<file path="src/rtl/swhsr_pkg.sv">
package swhsr_pkg;

   // Frame and counter sizes
   localparam int FRAME_BITS        = 40;
   localparam int PULSE_COUNT_WIDTH = 16;
   localparam int LONG_W            = 24;
   localparam int SHORT_W           = 16;
   localparam int BYTE_W            = 8;
   localparam int CSR_DATA_W        = 32;
   localparam int CSR_ADDR_W        = 5;

   // Register reset values
   localparam logic [LONG_W-1:0]  RELEASE_RST      = 24'd250000;
   localparam logic [LONG_W-1:0]  START_LOW_RST    = 24'd20000;
   localparam logic [SHORT_W-1:0] START_HIGH_RST   = 16'd40;
   localparam logic [SHORT_W-1:0] SETTLE_RST       = 16'd10;
   localparam logic [LONG_W-1:0]  MIN_INTERVAL_RST = 24'd2000000;
   localparam logic [SHORT_W-1:0] TIMEOUT_RST      = 16'd1000;

   // Register indexes (word address)
   typedef enum logic [2:0] {
      REG_RELEASE      = 3'd0,
      REG_START_LOW    = 3'd1,
      REG_START_HIGH   = 3'd2,
      REG_SETTLE       = 3'd3,
      REG_MIN_INTERVAL = 3'd4,
      REG_TIMEOUT      = 3'd5
   } reg_index_type;

   // Read sequence phases
   typedef enum logic [3:0] {
      PH_IDLE       = 4'd0,
      PH_RELEASE    = 4'd1,
      PH_START_LOW  = 4'd2,
      PH_START_HIGH = 4'd3,
      PH_SETTLE     = 4'd4,
      PH_RESP_LOW   = 4'd5,
      PH_RESP_HIGH  = 4'd6,
      PH_BIT_LOW    = 4'd7,
      PH_BIT_HIGH   = 4'd8
   } phase_type;

endpackage

</file>
<file path="src/rtl/swhsr_req_if.sv">
interface swhsr_req_if;
   logic valid;
   logic ready;
   logic line_level;
   logic read_request;

   modport source (output valid, output line_level, output read_request, input ready);
   modport sink   (input valid, input line_level, input read_request, output ready);
endinterface

</file>
<file path="src/rtl/swhsr_rsp_if.sv">
interface swhsr_rsp_if;
   logic       valid;
   logic       ready;
   logic       drive_enable;
   logic       drive_level;
   logic [7:0] humidity;
   logic [7:0] temperature;
   logic       new_data;
   logic       read_failed;
   logic       busy_res;

   modport source (output valid, output drive_enable, output drive_level,
                   output humidity, output temperature, output new_data,
                   output read_failed, output busy_res, input ready);
   modport sink   (input valid, input drive_enable, input drive_level,
                   input humidity, input temperature, input new_data,
                   input read_failed, input busy_res, output ready);
endinterface

</file>
<file path="src/rtl/single_wire_humidity_sensor_reader.sv">
// Single-wire humidity sensor reader. Each request word is one sample tick of the data
// line plus a read-request flag, and each word yields exactly one response word, registered
// on the edge that takes it, so one tick is taken every clock cycle while the response side
// keeps up; the whole per-tick update runs in one combinational pass between the request
// handshake and the response register. A stalled response word holds off the request side,
// and a new word enters on the same edge at which the waiting response word is taken.
// A request starts a read only when idle and at least min_interval_ticks have passed since
// the previous accepted one. The read releases the line, drives it low, then high, releases
// and settles (zero-length steps are skipped), skips the sensor's response pulses, then
// times 40 low/high pairs; a bit is 1 when its high time exceeds its low time. Humidity and
// temperature update only on a good checksum (low 8 bits of the sum of bytes 0..3); a
// checksum mismatch or a pulse longer than pulse_timeout_ticks pulses read_failed.
// Registers sit at byte addresses 0,4,..,20 of the CSR port; write them only while idle.
module single_wire_humidity_sensor_reader #(
   parameter int PULSE_COUNT_WIDTH = swhsr_pkg::PULSE_COUNT_WIDTH
) (
   input  logic                             clock,
   input  logic                             reset,
   swhsr_req_if.sink                        req_chan,
   swhsr_rsp_if.source                      rsp_chan,
   input  logic                             csr_psel,
   input  logic                             csr_penable,
   input  logic                             csr_pwrite,
   input  logic [swhsr_pkg::CSR_ADDR_W-1:0] csr_paddr,
   input  logic [swhsr_pkg::CSR_DATA_W-1:0] csr_pwdata,
   output logic [swhsr_pkg::CSR_DATA_W-1:0] csr_prdata,
   output logic                             csr_pready
);
   import swhsr_pkg::*;

   localparam int                         PCW     = PULSE_COUNT_WIDTH;
   localparam int                         CMP_W   = (PCW > SHORT_W) ? PCW : SHORT_W;
   localparam logic [PCW-1:0]             CNT_MAX = {PCW{1'b1}};
   localparam logic [$clog2(FRAME_BITS+1)-1:0] FRAME_CNT =
      ($clog2(FRAME_BITS+1))'(FRAME_BITS);
   localparam int                         BITS_W  = $clog2(FRAME_BITS+1);

   // Configuration registers
   logic [LONG_W-1:0]  release_ff, start_low_ff, min_interval_ff;
   logic [SHORT_W-1:0] start_high_ff, settle_ff, timeout_ff;

   // Sequencer state
   phase_type          phase_ff, phase_in;
   logic [LONG_W-1:0]  phase_ticks_ff, phase_ticks_in;
   logic [LONG_W-1:0]  since_ff, since_in;
   logic [PCW-1:0]     low_cnt_ff, low_cnt_in;
   logic [PCW-1:0]     high_cnt_ff, high_cnt_in;
   logic [BITS_W-1:0]  bits_ff, bits_in;
   logic [FRAME_BITS-1:0] frame_ff, frame_in;
   logic [BYTE_W-1:0]  hum_ff, hum_in, temp_ff, temp_in;

   // Response register
   logic               rsp_valid_ff;
   logic               drive_en_ff, drive_en_in;
   logic               drive_lvl_ff, drive_lvl_in;
   logic               new_data_ff, new_data_in;
   logic               failed_ff, failed_in;
   logic               busy_ff, busy_in;

   logic               take;
   logic               csr_write;
   logic [3:0]         step_nz;
   logic               start_read;
   logic [LONG_W-1:0]  step_len;
   logic [PCW-1:0]     low_bump, high_bump;
   logic               low_tout, high_tout;
   logic [BYTE_W-1:0]  sum8;

   // First nonzero timed step at or after p (response low when none)
   function automatic phase_type first_step(input phase_type p, input logic [3:0] nz);
      phase_type r;
      r = PH_RESP_LOW;
      if (p == PH_RELEASE && nz[0]) begin
         r = PH_RELEASE;
      end else if ((p == PH_RELEASE || p == PH_START_LOW) && nz[1]) begin
         r = PH_START_LOW;
      end else if ((p == PH_RELEASE || p == PH_START_LOW || p == PH_START_HIGH) && nz[2]) begin
         r = PH_START_HIGH;
      end else if (nz[3] && p != PH_RESP_LOW) begin
         r = PH_SETTLE;
      end
      return r;
   endfunction

   assign take       = req_chan.valid && req_chan.ready;
   assign req_chan.ready = !rsp_valid_ff || rsp_chan.ready;
   assign csr_pready = 1'b1;
   assign csr_write  = csr_psel && csr_penable && csr_pwrite;

   assign step_nz = {settle_ff != '0, start_high_ff != '0, start_low_ff != '0,
                     release_ff != '0};

   // Length of the current timed step
   always_comb begin
      case (phase_ff)
         PH_RELEASE:    step_len = release_ff;
         PH_START_LOW:  step_len = start_low_ff;
         PH_START_HIGH: step_len = LONG_W'(start_high_ff);
         default:       step_len = LONG_W'(settle_ff);
      endcase
   end

   // Saturating pulse counts and their timeout checks
   assign low_bump  = (low_cnt_ff != CNT_MAX) ? low_cnt_ff + 1'b1 : CNT_MAX;
   assign high_bump = (high_cnt_ff != CNT_MAX) ? high_cnt_ff + 1'b1 : CNT_MAX;
   assign low_tout  = (CMP_W'(low_bump) > CMP_W'(timeout_ff)) || (low_bump == CNT_MAX);
   assign high_tout = (CMP_W'(high_bump) > CMP_W'(timeout_ff)) || (high_bump == CNT_MAX);

   assign start_read = (phase_ff == PH_IDLE) && req_chan.read_request &&
                       (since_ff >= min_interval_ff);

   // Next state for one tick
   always_comb begin
      phase_in       = phase_ff;
      phase_ticks_in = phase_ticks_ff;
      low_cnt_in     = low_cnt_ff;
      high_cnt_in    = high_cnt_ff;
      bits_in        = bits_ff;
      frame_in       = frame_ff;
      hum_in         = hum_ff;
      temp_in        = temp_ff;
      new_data_in    = 1'b0;
      failed_in      = 1'b0;
      sum8           = '0;

      if (start_read) begin
         since_in = '0;
      end else if (since_ff != {LONG_W{1'b1}}) begin
         since_in = since_ff + 1'b1;
      end else begin
         since_in = since_ff;
      end

      if (start_read) begin
         bits_in        = '0;
         frame_in       = '0;
         low_cnt_in     = '0;
         high_cnt_in    = '0;
         phase_in       = first_step(PH_RELEASE, step_nz);
         phase_ticks_in = '0;
      end else begin
         case (phase_ff)
            PH_IDLE: begin
            end
            PH_RELEASE, PH_START_LOW, PH_START_HIGH, PH_SETTLE: begin
               phase_ticks_in = phase_ticks_ff + 1'b1;
               if (phase_ticks_in >= step_len) begin
                  phase_in       = first_step(phase_type'(phase_ff + 4'd1), step_nz);
                  phase_ticks_in = '0;
                  if (phase_in == PH_RESP_LOW) begin
                     low_cnt_in = '0;
                  end
               end
            end
            PH_RESP_LOW, PH_BIT_LOW: begin
               if (!req_chan.line_level) begin
                  low_cnt_in = low_bump;
                  if (low_tout) begin
                     phase_in  = PH_IDLE;
                     failed_in = 1'b1;
                  end
               end else begin
                  phase_in    = (phase_ff == PH_RESP_LOW) ? PH_RESP_HIGH : PH_BIT_HIGH;
                  high_cnt_in = PCW'(1);
               end
            end
            PH_RESP_HIGH, PH_BIT_HIGH: begin
               if (req_chan.line_level) begin
                  high_cnt_in = high_bump;
                  if (high_tout) begin
                     phase_in  = PH_IDLE;
                     failed_in = 1'b1;
                  end
               end else if (phase_ff == PH_RESP_HIGH) begin
                  phase_in   = PH_BIT_LOW;
                  low_cnt_in = PCW'(1);
               end else begin
                  frame_in = {frame_ff[FRAME_BITS-2:0], high_cnt_ff > low_cnt_ff};
                  bits_in  = bits_ff + 1'b1;
                  if (bits_in >= FRAME_CNT) begin
                     sum8 = frame_in[39:32] + frame_in[31:24] + frame_in[23:16]
                            + frame_in[15:8];
                     if (sum8 == frame_in[7:0]) begin
                        hum_in      = frame_in[39:32];
                        temp_in     = frame_in[23:16];
                        new_data_in = 1'b1;
                     end else begin
                        failed_in = 1'b1;
                     end
                     phase_in = PH_IDLE;
                  end else begin
                     phase_in   = PH_BIT_LOW;
                     low_cnt_in = PCW'(1);
                  end
               end
            end
            default: begin
               phase_in = PH_IDLE;
            end
         endcase
      end
   end

   // Line drive and busy from the next phase
   always_comb begin
      drive_en_in  = (phase_in == PH_START_LOW) || (phase_in == PH_START_HIGH);
      drive_lvl_in = (phase_in == PH_START_HIGH);
      busy_in      = (phase_in != PH_IDLE);
   end

   // Advance state on each accepted word
   always_ff @(posedge clock) begin
      if (reset) begin
         phase_ff       <= PH_IDLE;
         phase_ticks_ff <= '0;
         since_ff       <= {LONG_W{1'b1}};
         low_cnt_ff     <= '0;
         high_cnt_ff    <= '0;
         bits_ff        <= '0;
         frame_ff       <= '0;
         hum_ff         <= '0;
         temp_ff        <= '0;
      end else if (take) begin
         phase_ff       <= phase_in;
         phase_ticks_ff <= phase_ticks_in;
         since_ff       <= since_in;
         low_cnt_ff     <= low_cnt_in;
         high_cnt_ff    <= high_cnt_in;
         bits_ff        <= bits_in;
         frame_ff       <= frame_in;
         hum_ff         <= hum_in;
         temp_ff        <= temp_in;
      end
   end

   // Hold the response word until taken
   always_ff @(posedge clock) begin
      if (reset) begin
         rsp_valid_ff <= 1'b0;
      end else if (take) begin
         rsp_valid_ff <= 1'b1;
      end else if (rsp_chan.ready) begin
         rsp_valid_ff <= 1'b0;
      end
   end

   always_ff @(posedge clock) begin
      if (take) begin
         drive_en_ff  <= drive_en_in;
         drive_lvl_ff <= drive_lvl_in;
         new_data_ff  <= new_data_in;
         failed_ff    <= failed_in;
         busy_ff      <= busy_in;
      end
   end

   assign rsp_chan.valid        = rsp_valid_ff;
   assign rsp_chan.drive_enable = drive_en_ff;
   assign rsp_chan.drive_level  = drive_lvl_ff;
   assign rsp_chan.humidity     = hum_ff;
   assign rsp_chan.temperature  = temp_ff;
   assign rsp_chan.new_data     = new_data_ff;
   assign rsp_chan.read_failed  = failed_ff;
   assign rsp_chan.busy_res     = busy_ff;

   // Register writes
   always_ff @(posedge clock) begin
      if (reset) begin
         release_ff      <= RELEASE_RST;
         start_low_ff    <= START_LOW_RST;
         start_high_ff   <= START_HIGH_RST;
         settle_ff       <= SETTLE_RST;
         min_interval_ff <= MIN_INTERVAL_RST;
         timeout_ff      <= TIMEOUT_RST;
      end else if (csr_write) begin
         case (csr_paddr[4:2])
            REG_RELEASE:      release_ff      <= csr_pwdata[LONG_W-1:0];
            REG_START_LOW:    start_low_ff    <= csr_pwdata[LONG_W-1:0];
            REG_START_HIGH:   start_high_ff   <= csr_pwdata[SHORT_W-1:0];
            REG_SETTLE:       settle_ff       <= csr_pwdata[SHORT_W-1:0];
            REG_MIN_INTERVAL: min_interval_ff <= csr_pwdata[LONG_W-1:0];
            REG_TIMEOUT:      timeout_ff      <= csr_pwdata[SHORT_W-1:0];
            default: begin
            end
         endcase
      end
   end

   // Register reads
   always_comb begin
      case (csr_paddr[4:2])
         REG_RELEASE:      csr_prdata = CSR_DATA_W'(release_ff);
         REG_START_LOW:    csr_prdata = CSR_DATA_W'(start_low_ff);
         REG_START_HIGH:   csr_prdata = CSR_DATA_W'(start_high_ff);
         REG_SETTLE:       csr_prdata = CSR_DATA_W'(settle_ff);
         REG_MIN_INTERVAL: csr_prdata = CSR_DATA_W'(min_interval_ff);
         REG_TIMEOUT:      csr_prdata = CSR_DATA_W'(timeout_ff);
         default:          csr_prdata = '0;
      endcase
   end

endmodule

</file>
<file path="src/flat_wrapper.sv">
// flat-port wrapper written by rule: the top's interface ports become plain ports
module single_wire_humidity_sensor_reader_flat import swhsr_pkg::*;
#(
   parameter int PULSE_COUNT_WIDTH = swhsr_pkg::PULSE_COUNT_WIDTH
)
  (clock, reset, csr_psel, csr_penable, csr_pwrite, csr_paddr, csr_pwdata, csr_prdata, csr_pready, req_chan_valid, req_chan_line_level, req_chan_read_request, req_chan_ready, rsp_chan_valid, rsp_chan_drive_enable, rsp_chan_drive_level, rsp_chan_humidity, rsp_chan_temperature, rsp_chan_new_data, rsp_chan_read_failed, rsp_chan_busy_res, rsp_chan_ready);
  swhsr_req_if req_chan_i ();
  swhsr_rsp_if rsp_chan_i ();
  input  logic clock;
  input  logic reset;
  input  logic csr_psel;
  input  logic csr_penable;
  input  logic csr_pwrite;
  input  logic [swhsr_pkg::CSR_ADDR_W-1:0] csr_paddr;
  input  logic [swhsr_pkg::CSR_DATA_W-1:0] csr_pwdata;
  output logic [swhsr_pkg::CSR_DATA_W-1:0] csr_prdata;
  output logic csr_pready;
  input wire logic [$bits(req_chan_i.valid)-1:0] req_chan_valid;
  input wire logic [$bits(req_chan_i.line_level)-1:0] req_chan_line_level;
  input wire logic [$bits(req_chan_i.read_request)-1:0] req_chan_read_request;
  output wire logic [$bits(req_chan_i.ready)-1:0] req_chan_ready;
  output wire logic [$bits(rsp_chan_i.valid)-1:0] rsp_chan_valid;
  output wire logic [$bits(rsp_chan_i.drive_enable)-1:0] rsp_chan_drive_enable;
  output wire logic [$bits(rsp_chan_i.drive_level)-1:0] rsp_chan_drive_level;
  output wire logic [$bits(rsp_chan_i.humidity)-1:0] rsp_chan_humidity;
  output wire logic [$bits(rsp_chan_i.temperature)-1:0] rsp_chan_temperature;
  output wire logic [$bits(rsp_chan_i.new_data)-1:0] rsp_chan_new_data;
  output wire logic [$bits(rsp_chan_i.read_failed)-1:0] rsp_chan_read_failed;
  output wire logic [$bits(rsp_chan_i.busy_res)-1:0] rsp_chan_busy_res;
  input wire logic [$bits(rsp_chan_i.ready)-1:0] rsp_chan_ready;
  assign req_chan_i.valid = req_chan_valid;
  assign req_chan_i.line_level = req_chan_line_level;
  assign req_chan_i.read_request = req_chan_read_request;
  assign req_chan_ready = req_chan_i.ready;
  assign rsp_chan_valid = rsp_chan_i.valid;
  assign rsp_chan_drive_enable = rsp_chan_i.drive_enable;
  assign rsp_chan_drive_level = rsp_chan_i.drive_level;
  assign rsp_chan_humidity = rsp_chan_i.humidity;
  assign rsp_chan_temperature = rsp_chan_i.temperature;
  assign rsp_chan_new_data = rsp_chan_i.new_data;
  assign rsp_chan_read_failed = rsp_chan_i.read_failed;
  assign rsp_chan_busy_res = rsp_chan_i.busy_res;
  assign rsp_chan_i.ready = rsp_chan_ready;
  single_wire_humidity_sensor_reader #(.PULSE_COUNT_WIDTH(PULSE_COUNT_WIDTH)) u_core (.clock(clock), .reset(reset), .req_chan(req_chan_i), .rsp_chan(rsp_chan_i), .csr_psel(csr_psel), .csr_penable(csr_penable), .csr_pwrite(csr_pwrite), .csr_paddr(csr_paddr), .csr_pwdata(csr_pwdata), .csr_prdata(csr_prdata), .csr_pready(csr_pready));
endmodule
</file>
<file path="config.mk">
export PLATFORM = sky130hd
export DESIGN_NAME = single_wire_humidity_sensor_reader_flat
export DESIGN_NICKNAME = d
export VERILOG_FILES = /design/src/rtl/swhsr_pkg.sv /design/src/rtl/swhsr_req_if.sv /design/src/rtl/swhsr_rsp_if.sv /design/src/rtl/single_wire_humidity_sensor_reader.sv /design/src/flat_wrapper.sv
export SDC_FILE = /design/constraint.sdc
export NUM_CORES = 1
export LEC_CHECK = 0
export BUFFER_PORTS_ARGS = -buffer_cell sky130_fd_sc_hd__buf_2
export CAP_MARGIN = 20
export CORE_ASPECT_RATIO = 0.75
export CORE_MARGIN = 2
export CORE_UTILIZATION = 35
export DETAILED_ROUTE_END_ITERATION = 8
export PLACE_DENSITY = 0.52
export SETUP_SLACK_MARGIN = 0.05
export SYNTH_ARGS = -nofsm -noshare
export SYNTH_HDL_FRONTEND = slang
export SYNTH_SLANG_ARGS = --single-unit
</file>
<file path="constraint.sdc">
create_clock -name clock -period 3.8 [get_ports clock]
set_clock_uncertainty 0.2 [all_clocks]
set_input_delay 0.57 -clock clock [delete_from_list [all_inputs] [get_ports clock]]
set_output_delay 0.57 -clock clock [all_outputs]
set_load 0.02 [all_outputs]
</file>
* Yosys cells after proc, flatten, opt, wreduce, memory -nomap -nowiden
Cells that the tools add are included.
Word-level totals: flip-flop bits (word level) 271, input bits 46, word-level logic and storage cells 182, output and inout bits 56
Operators by class: bitwise gates (word level) 5, muxes and demuxes 61, $add $sub $neg 9, equality and inequality tests 35, magnitude comparators 6, reduce and logical (&&, ||, !) cells 45
Operator list (count):
- 16-bit two-way mux | 12
- 39-bit two-way mux | 4
- 24-bit one-hot mux with 6 select lines | 1
- 24-bit two-way mux | 5
- 24-bit one-hot mux with 3 select lines | 1
- 4-bit two-way mux | 17
- 24-bit by 1-bit adder with 24-bit output (second input constant) | 2
- 24-bit >= comparator | 2
- 16-bit greater-than comparator | 3
- 16-bit one-hot mux with 3 select lines | 1
- 24-bit nonzero test | 2
- 16-bit by 1-bit adder with 16-bit output (second input constant) | 2
- 16-bit equality test (second input constant) | 2
- 16-bit != test (second input constant) | 2
- 16-bit one-hot mux with 2 select lines | 1
- 16-bit nonzero test | 2
- 8-bit adder | 3
- 4-bit by 2-bit equality test with 1-bit output (second input constant) | 6
- 6-bit two-way mux | 4
- 24-bit != test (second input constant) | 1
- 4-bit by 3-bit equality test with 1-bit output (second input constant) | 5
- 4-bit one-hot mux with 4 select lines | 1
- 2-bit AND reduction | 8
- 7-bit AND reduction | 2
- 30 further kinds | 72

* Depth between registers and ports, before layout
depth in word-level cells 16, mapped depth 17, gate-level depth less buffers 15

* Worst setup path before layout
OpenSTA, ideal clock, no wires.
path type register to register, start register u_core.phase_ticks_ff[0], end register u_core.busy_ff, in the netlist u_core.rsp_chan.busy_res, data pin, path slack -0.374 ns, clock period less this slack 4.174 ns, buffers on the path 0, cell stages (with the launch flop) 16, arrival 3.705 ns, data required time 3.332 ns, cell sequence dfxtp_1 > ha_1 > nand3_1 > nor4_2 > nor2b_1 > nand4_1 > xnor2_1 > ha_1 > and3_1 > a211oi_1 > o21ai_0 > a221o_1 > a21oi_1 > a21boi_0 > a211oi_2 > nand4_1
On the way: longest elaborated chain between the ends 6
Ends and longest elaborated chain:
- start, declared | RTL line single_wire_humidity_sensor_reader.sv:44 | logic [LONG_W-1:0] phase_ticks_ff, phase_ticks_in;
- start signal, assigned | RTL line single_wire_humidity_sensor_reader.sv:225 | phase_ticks_ff <= phase_ticks_in;
- 24-bit by 1-bit adder with 24-bit output | RTL line single_wire_humidity_sensor_reader.sv:146 | phase_ticks_in = phase_ticks_ff + 1'b1;
- 24-bit >= comparator | RTL line single_wire_humidity_sensor_reader.sv:147 | if (phase_ticks_in >= step_len) begin
- 4-bit two-way mux | RTL line single_wire_humidity_sensor_reader.sv:147
- 4-bit one-hot mux with 4 select lines | RTL line single_wire_humidity_sensor_reader.sv:142 | case (phase_ff)
- 4-bit two-way mux | RTL line single_wire_humidity_sensor_reader.sv:134 | if (start_read) begin
- 4-bit nonzero test | RTL line single_wire_humidity_sensor_reader.sv:208 | busy_in = (phase_in != PH_IDLE);
- named net u_core.busy_in | RTL line single_wire_humidity_sensor_reader.sv:58 | logic busy_ff, busy_in;
- end signal, assigned | RTL line single_wire_humidity_sensor_reader.sv:253 | busy_ff <= busy_in;
- end, declared | RTL line single_wire_humidity_sensor_reader.sv:58
The timed path passes the listed nets, and every way through them passes these cells. A chain may end at the register's enable or synchronous reset.

* Worst setup path after layout
start register u_core.phase_ticks_ff[1], end register u_core.drive_lvl_ff, in the netlist u_core.rsp_chan.drive_level, data pin
On the way: longest elaborated chain between the ends 6
Ends and longest elaborated chain:
- 24-bit by 1-bit adder with 24-bit output | RTL line single_wire_humidity_sensor_reader.sv:146
- 24-bit >= comparator | RTL line single_wire_humidity_sensor_reader.sv:147
- 4-bit two-way mux | RTL line single_wire_humidity_sensor_reader.sv:147
- 4-bit one-hot mux with 4 select lines | RTL line single_wire_humidity_sensor_reader.sv:142
- 4-bit two-way mux | RTL line single_wire_humidity_sensor_reader.sv:134
- 4-bit by 2-bit equality test with 1-bit output | RTL line single_wire_humidity_sensor_reader.sv:207 | drive_lvl_in = (phase_in == PH_START_HIGH);
- named net u_core.drive_lvl_in | RTL line single_wire_humidity_sensor_reader.sv:55 | logic drive_lvl_ff, drive_lvl_in;
- end signal, assigned | RTL line single_wire_humidity_sensor_reader.sv:250 | drive_lvl_ff <= drive_lvl_in;
- end, declared | RTL line single_wire_humidity_sensor_reader.sv:55
The timed path passes the listed nets, and every way through them passes these cells.

==> impl_metrics.tcl <==
set metrics [dict create \
    power_uw 7392 \
    max_slew_margin_pct 29.07 \
    netlist_area_sq_mm 0.01667 \
    synth-simple-area-share_pct 23.69 \
    yosysWarnings 0 \
    synth_adder_area_share_pct 9.865 \
    cpPeakStageDelay_ns 0.38 \
    drtPass1Iterations 5 \
    crit_fanout 3 \
    ys_top_cells_by_area "dfxtp_1 32%, ha_1 8.2%, nand2_1 8.2%" \
    crit_required_ns 3.94 \
    totalWireLength_mm 62.97 \
    crit_chain "nand4_1, nor3_2, nand2_2, buf_6, nor2_4, nand2_2, xnor2_2, ha_1, nand4_1, nor3_1, nor3_2, o211ai_1, buf_4, buf_4, a21o_1, o211ai_1, a211oi_2, buf_4, nor4b_2" \
    arrival_ns 4.11 \
    die_x_microns 256.0 \
    critPathSlowestCell "a211oi_2" \
    route.detailed.drc 0 \
    netlist_instances 2099 \
    rsz0062_at_grt "yes" \
    grt_start_max_net_pins 116 \
    setup_ws_ns -0.1715 \
    design_area_sq_mm 0.02108 \
    synth_top_area_share_pct 31.95 \
    status "complete, but fails checks" \
    synth_compound_area_share_pct 20.82 \
    place.gp.congestion 0.9295 \
    post-route-min-period_ns 3.972 \
    cts_tree "built" \
    crit_top_cell "buf_4" \
    yosys_most_used_dff "dfxtp_1" \
    pin_count 102 \
    timing.final.crit_share_pct 104.5 \
    yosys-mux-area-fraction_pct 2.950 \
    placementRows 69 \
    slew_violations 0 \
    synth_top_family_by_area "simple AND/OR/NAND/NOR gates" \
    drive_gt1_share_pct 23.02 \
    critical_path_class "flop to flop" \
    min_path_type "primary input to flop" \
    endpoint_kind "flop" \
    yosysUniqueCellTypes 86 \
    syn_to_final_growth_pct 26.51 \
    diodes 0 \
    die_y_microns 193.0 \
    hpwl_mm 46.16 \
    wl_per_cell_microns 21.09 \
    fin_setup_tns_ns -2.465 \
    insertion_delay_ns 0.59 \
    placed_area_sq_mm 0.01905 \
    tightestPinTransition_ns 1.061 \
    clk_pin_slew_worst_paths_ns 0.06 \
    cts-root-buf "clkbuf_16" \
    async_reset_ff_share_pct 0 \
    synth_edf_count 5 \
    port_buffers 82 \
    vias 16809 \
    viasPerCell 5.631 \
    irDropWorstVdd_mv 0.3318 \
    cts.path.max_buffers 3 \
    grt_use_total_pct 24.46 \
    start_util_pct 35.29 \
    dieArea_sq_mm 0.04940 \
    dr.first_iter.drc_count 1893 \
    grt_antenna_before_repair 1 \
    cts.sinks 271 \
    violations "setup timing" \
    cts_buffers 31 \
    finalSetupViolations 45 \
    holdWs_ns 0.02994 \
    synth_xor_area_share_pct 4.099 \
    core_area_sq_mm 0.04722 \
    ys_ff_latch 271 \
    nFillCells 4707 \
    syn_area_per_cell_sq_um 7.940 \
    place_ws_ns -0.3144 \
    first_global_vias 15104 \
    grt_pass1_wl_mm 94.21 \
    grt_remaining_overflow 0 \
    start_kind "flop" \
    max_freq_mhz 251.8 \
    final_nets 2490 \
    power_density_mw_per_mm2 350.6 \
    htree_num_levels 1 \
    maxCapViolCount 0 \
    ant_nets 0 \
    post-synth-top-area-cell "dfxtp_1" \
    p_leak_uw 0.008536 \
    hold_violations 0 \
    ys_seq_area_share_pct 32.85 \
]
## synthesized netlist by cell type, types with 9 or more instances
library cell / instances
o221ai_1: 17
and3_1: 16
o21ai_0: 41
nor3_1: 35
buf_4: 13
a211oi_1: 19
a21oi_1: 197
a211o_1: 15
xor2_1: 26
buf_2: 17
nand3_1: 75
nand4b_1: 9
nand3b_1: 25
xnor2_1: 52
a22o_1: 10
nand4_1: 35
a21o_1: 37
clkbuf_1: 93
a31oi_1: 10
and4_1: 11
o211ai_1: 9
ha_1: 109
o31ai_1: 19
nand2b_1: 15
nand2_1: 363
fa_1: 14
dfxtp_1: 266
nor2_1: 142
nor3b_1: 16
a22oi_1: 69
nor4_1: 31
mux2i_1: 48
inv_1: 100
o22a_1: 16
## sequential cells by signal (all words and copies together), names as in the netlist, 4 cells and up
name / count
u_core.frame_ff: 39
u_core.min_interval_ff: 24
u_core.phase_ticks_ff: 24
u_core.release_ff: 24
u_core.since_ff: 24
u_core.start_low_ff: 24
u_core.high_cnt_ff: 16
u_core.low_cnt_ff: 16
u_core.settle_ff: 16
u_core.start_high_ff: 16
u_core.timeout_ff: 16
u_core.rsp_chan.humidity: 8
u_core.rsp_chan.temperature: 8
u_core.bits_ff: 6
u_core.phase_ff: 4
## per-stage QoR
stage / utilization (%) / std cells
floorplan: - / 2106
global placement: 40.34 / 2897
detailed placement: 40.34 / 2897
CTS: 43.66 / 2971
global route: 44.65 / 2985
finish: 44.65 / 2985
## per-layer routing
layer | up-vias | GRT usage (%) | share of wire [%]
met2 | 664 | 32.68 | 38
li1 | 7908 | - | -
met1 | 8170 | 39.75 | 51
met4 | 0 | 4.161 | 1.6
met5 | - | 0 | 0
met3 | 67 | 4.588 | 8.9
## worst max-delay path, delay by kind of cell, from the launching register on
| kind | cells | cell delay [ns] |
|---|---|---|
| XOR/XNOR | 1 | 0.17 |
| adder cells (fa/ha/maj) | 1 | 0.32 |
| flip-flops | 1 | 0.37 |
| AO/OA/AOI/OAI | 4 | 0.82 |
| AND/OR/NAND/NOR | 9 | 1.27 |
| buffers and inverters | 4 | 0.58 |
## final cells by class
| class | count | area (sq um) | area share, % |
|---|---|---|---|
| clock buffer | 46 | 913.4 | 4.332 |
| tap | 639 | 799.5 | 3.792 |
| timing repair buffer | 312 | 2301 | 10.91 |
| multi-input combinational | 1603 | 11090 | 52.61 |
| clock inverter | 12 | 97.59 | 0.4629 |
| inverter | 102 | 382.9 | 1.816 |
| sequential | 271 | 5498 | 26.08 |
## final timing paths
| kind | slack, ns | to | start | depth (start not counted) |
|---|---|---|---|---|
| setup reg to reg | -0.17 | u_core.rsp_chan.drive_level | u_core.phase_ticks_ff[1] | 19 |
| hold / removal | 0.03 | u_core.rsp_chan.valid | req_chan_valid | 3 |
| hold reg to reg | 0.26 | u_core.frame_ff[10] | u_core.frame_ff[9] | 2 |
| setup / recovery | -0.17 | u_core.rsp_chan.drive_level | u_core.phase_ticks_ff[1] | 19 |
## layout by cell type, fill, tap and decap left out, types with 55 or more instances in the layout
cell     count
nand2_1    356
buf_4      208
a21oi_1    175
dfxtp_1    252
inv_1       97
ha_1       105
nor2_1     138
nand3_1     55
buf_2       81
a22oi_1     69
## timing repair
action / 4_1_cts / 5_1_grt
gates resized for setup: 101 / 76
buffers inserted: 13 / 14
endpoints found under the hold margin: 2 / 0
setup endpoints to repair: 63 / 65
pin swaps: 66 / 54
cloned: 3 / 2
hold buffers: 2 / 0
## report_power, final
group          switching [uW]  internal, uW  leakage [uW]
clock                    1320          1730      0.000497
sequential                107          2920       0.00221
combinational             794           516       0.00583
## cells by family after synthesis
kind of cell | count (synthesis)
AO/OA/AOI/OAI | 519
XOR/XNOR | 78
adder cells (fa/ha/maj) | 123
buffers and inverters | 233
flip-flops | 271
multiplexers | 49
other | 2
AND/OR/NAND/NOR | 824
Power figures use the tool's default switching activity.
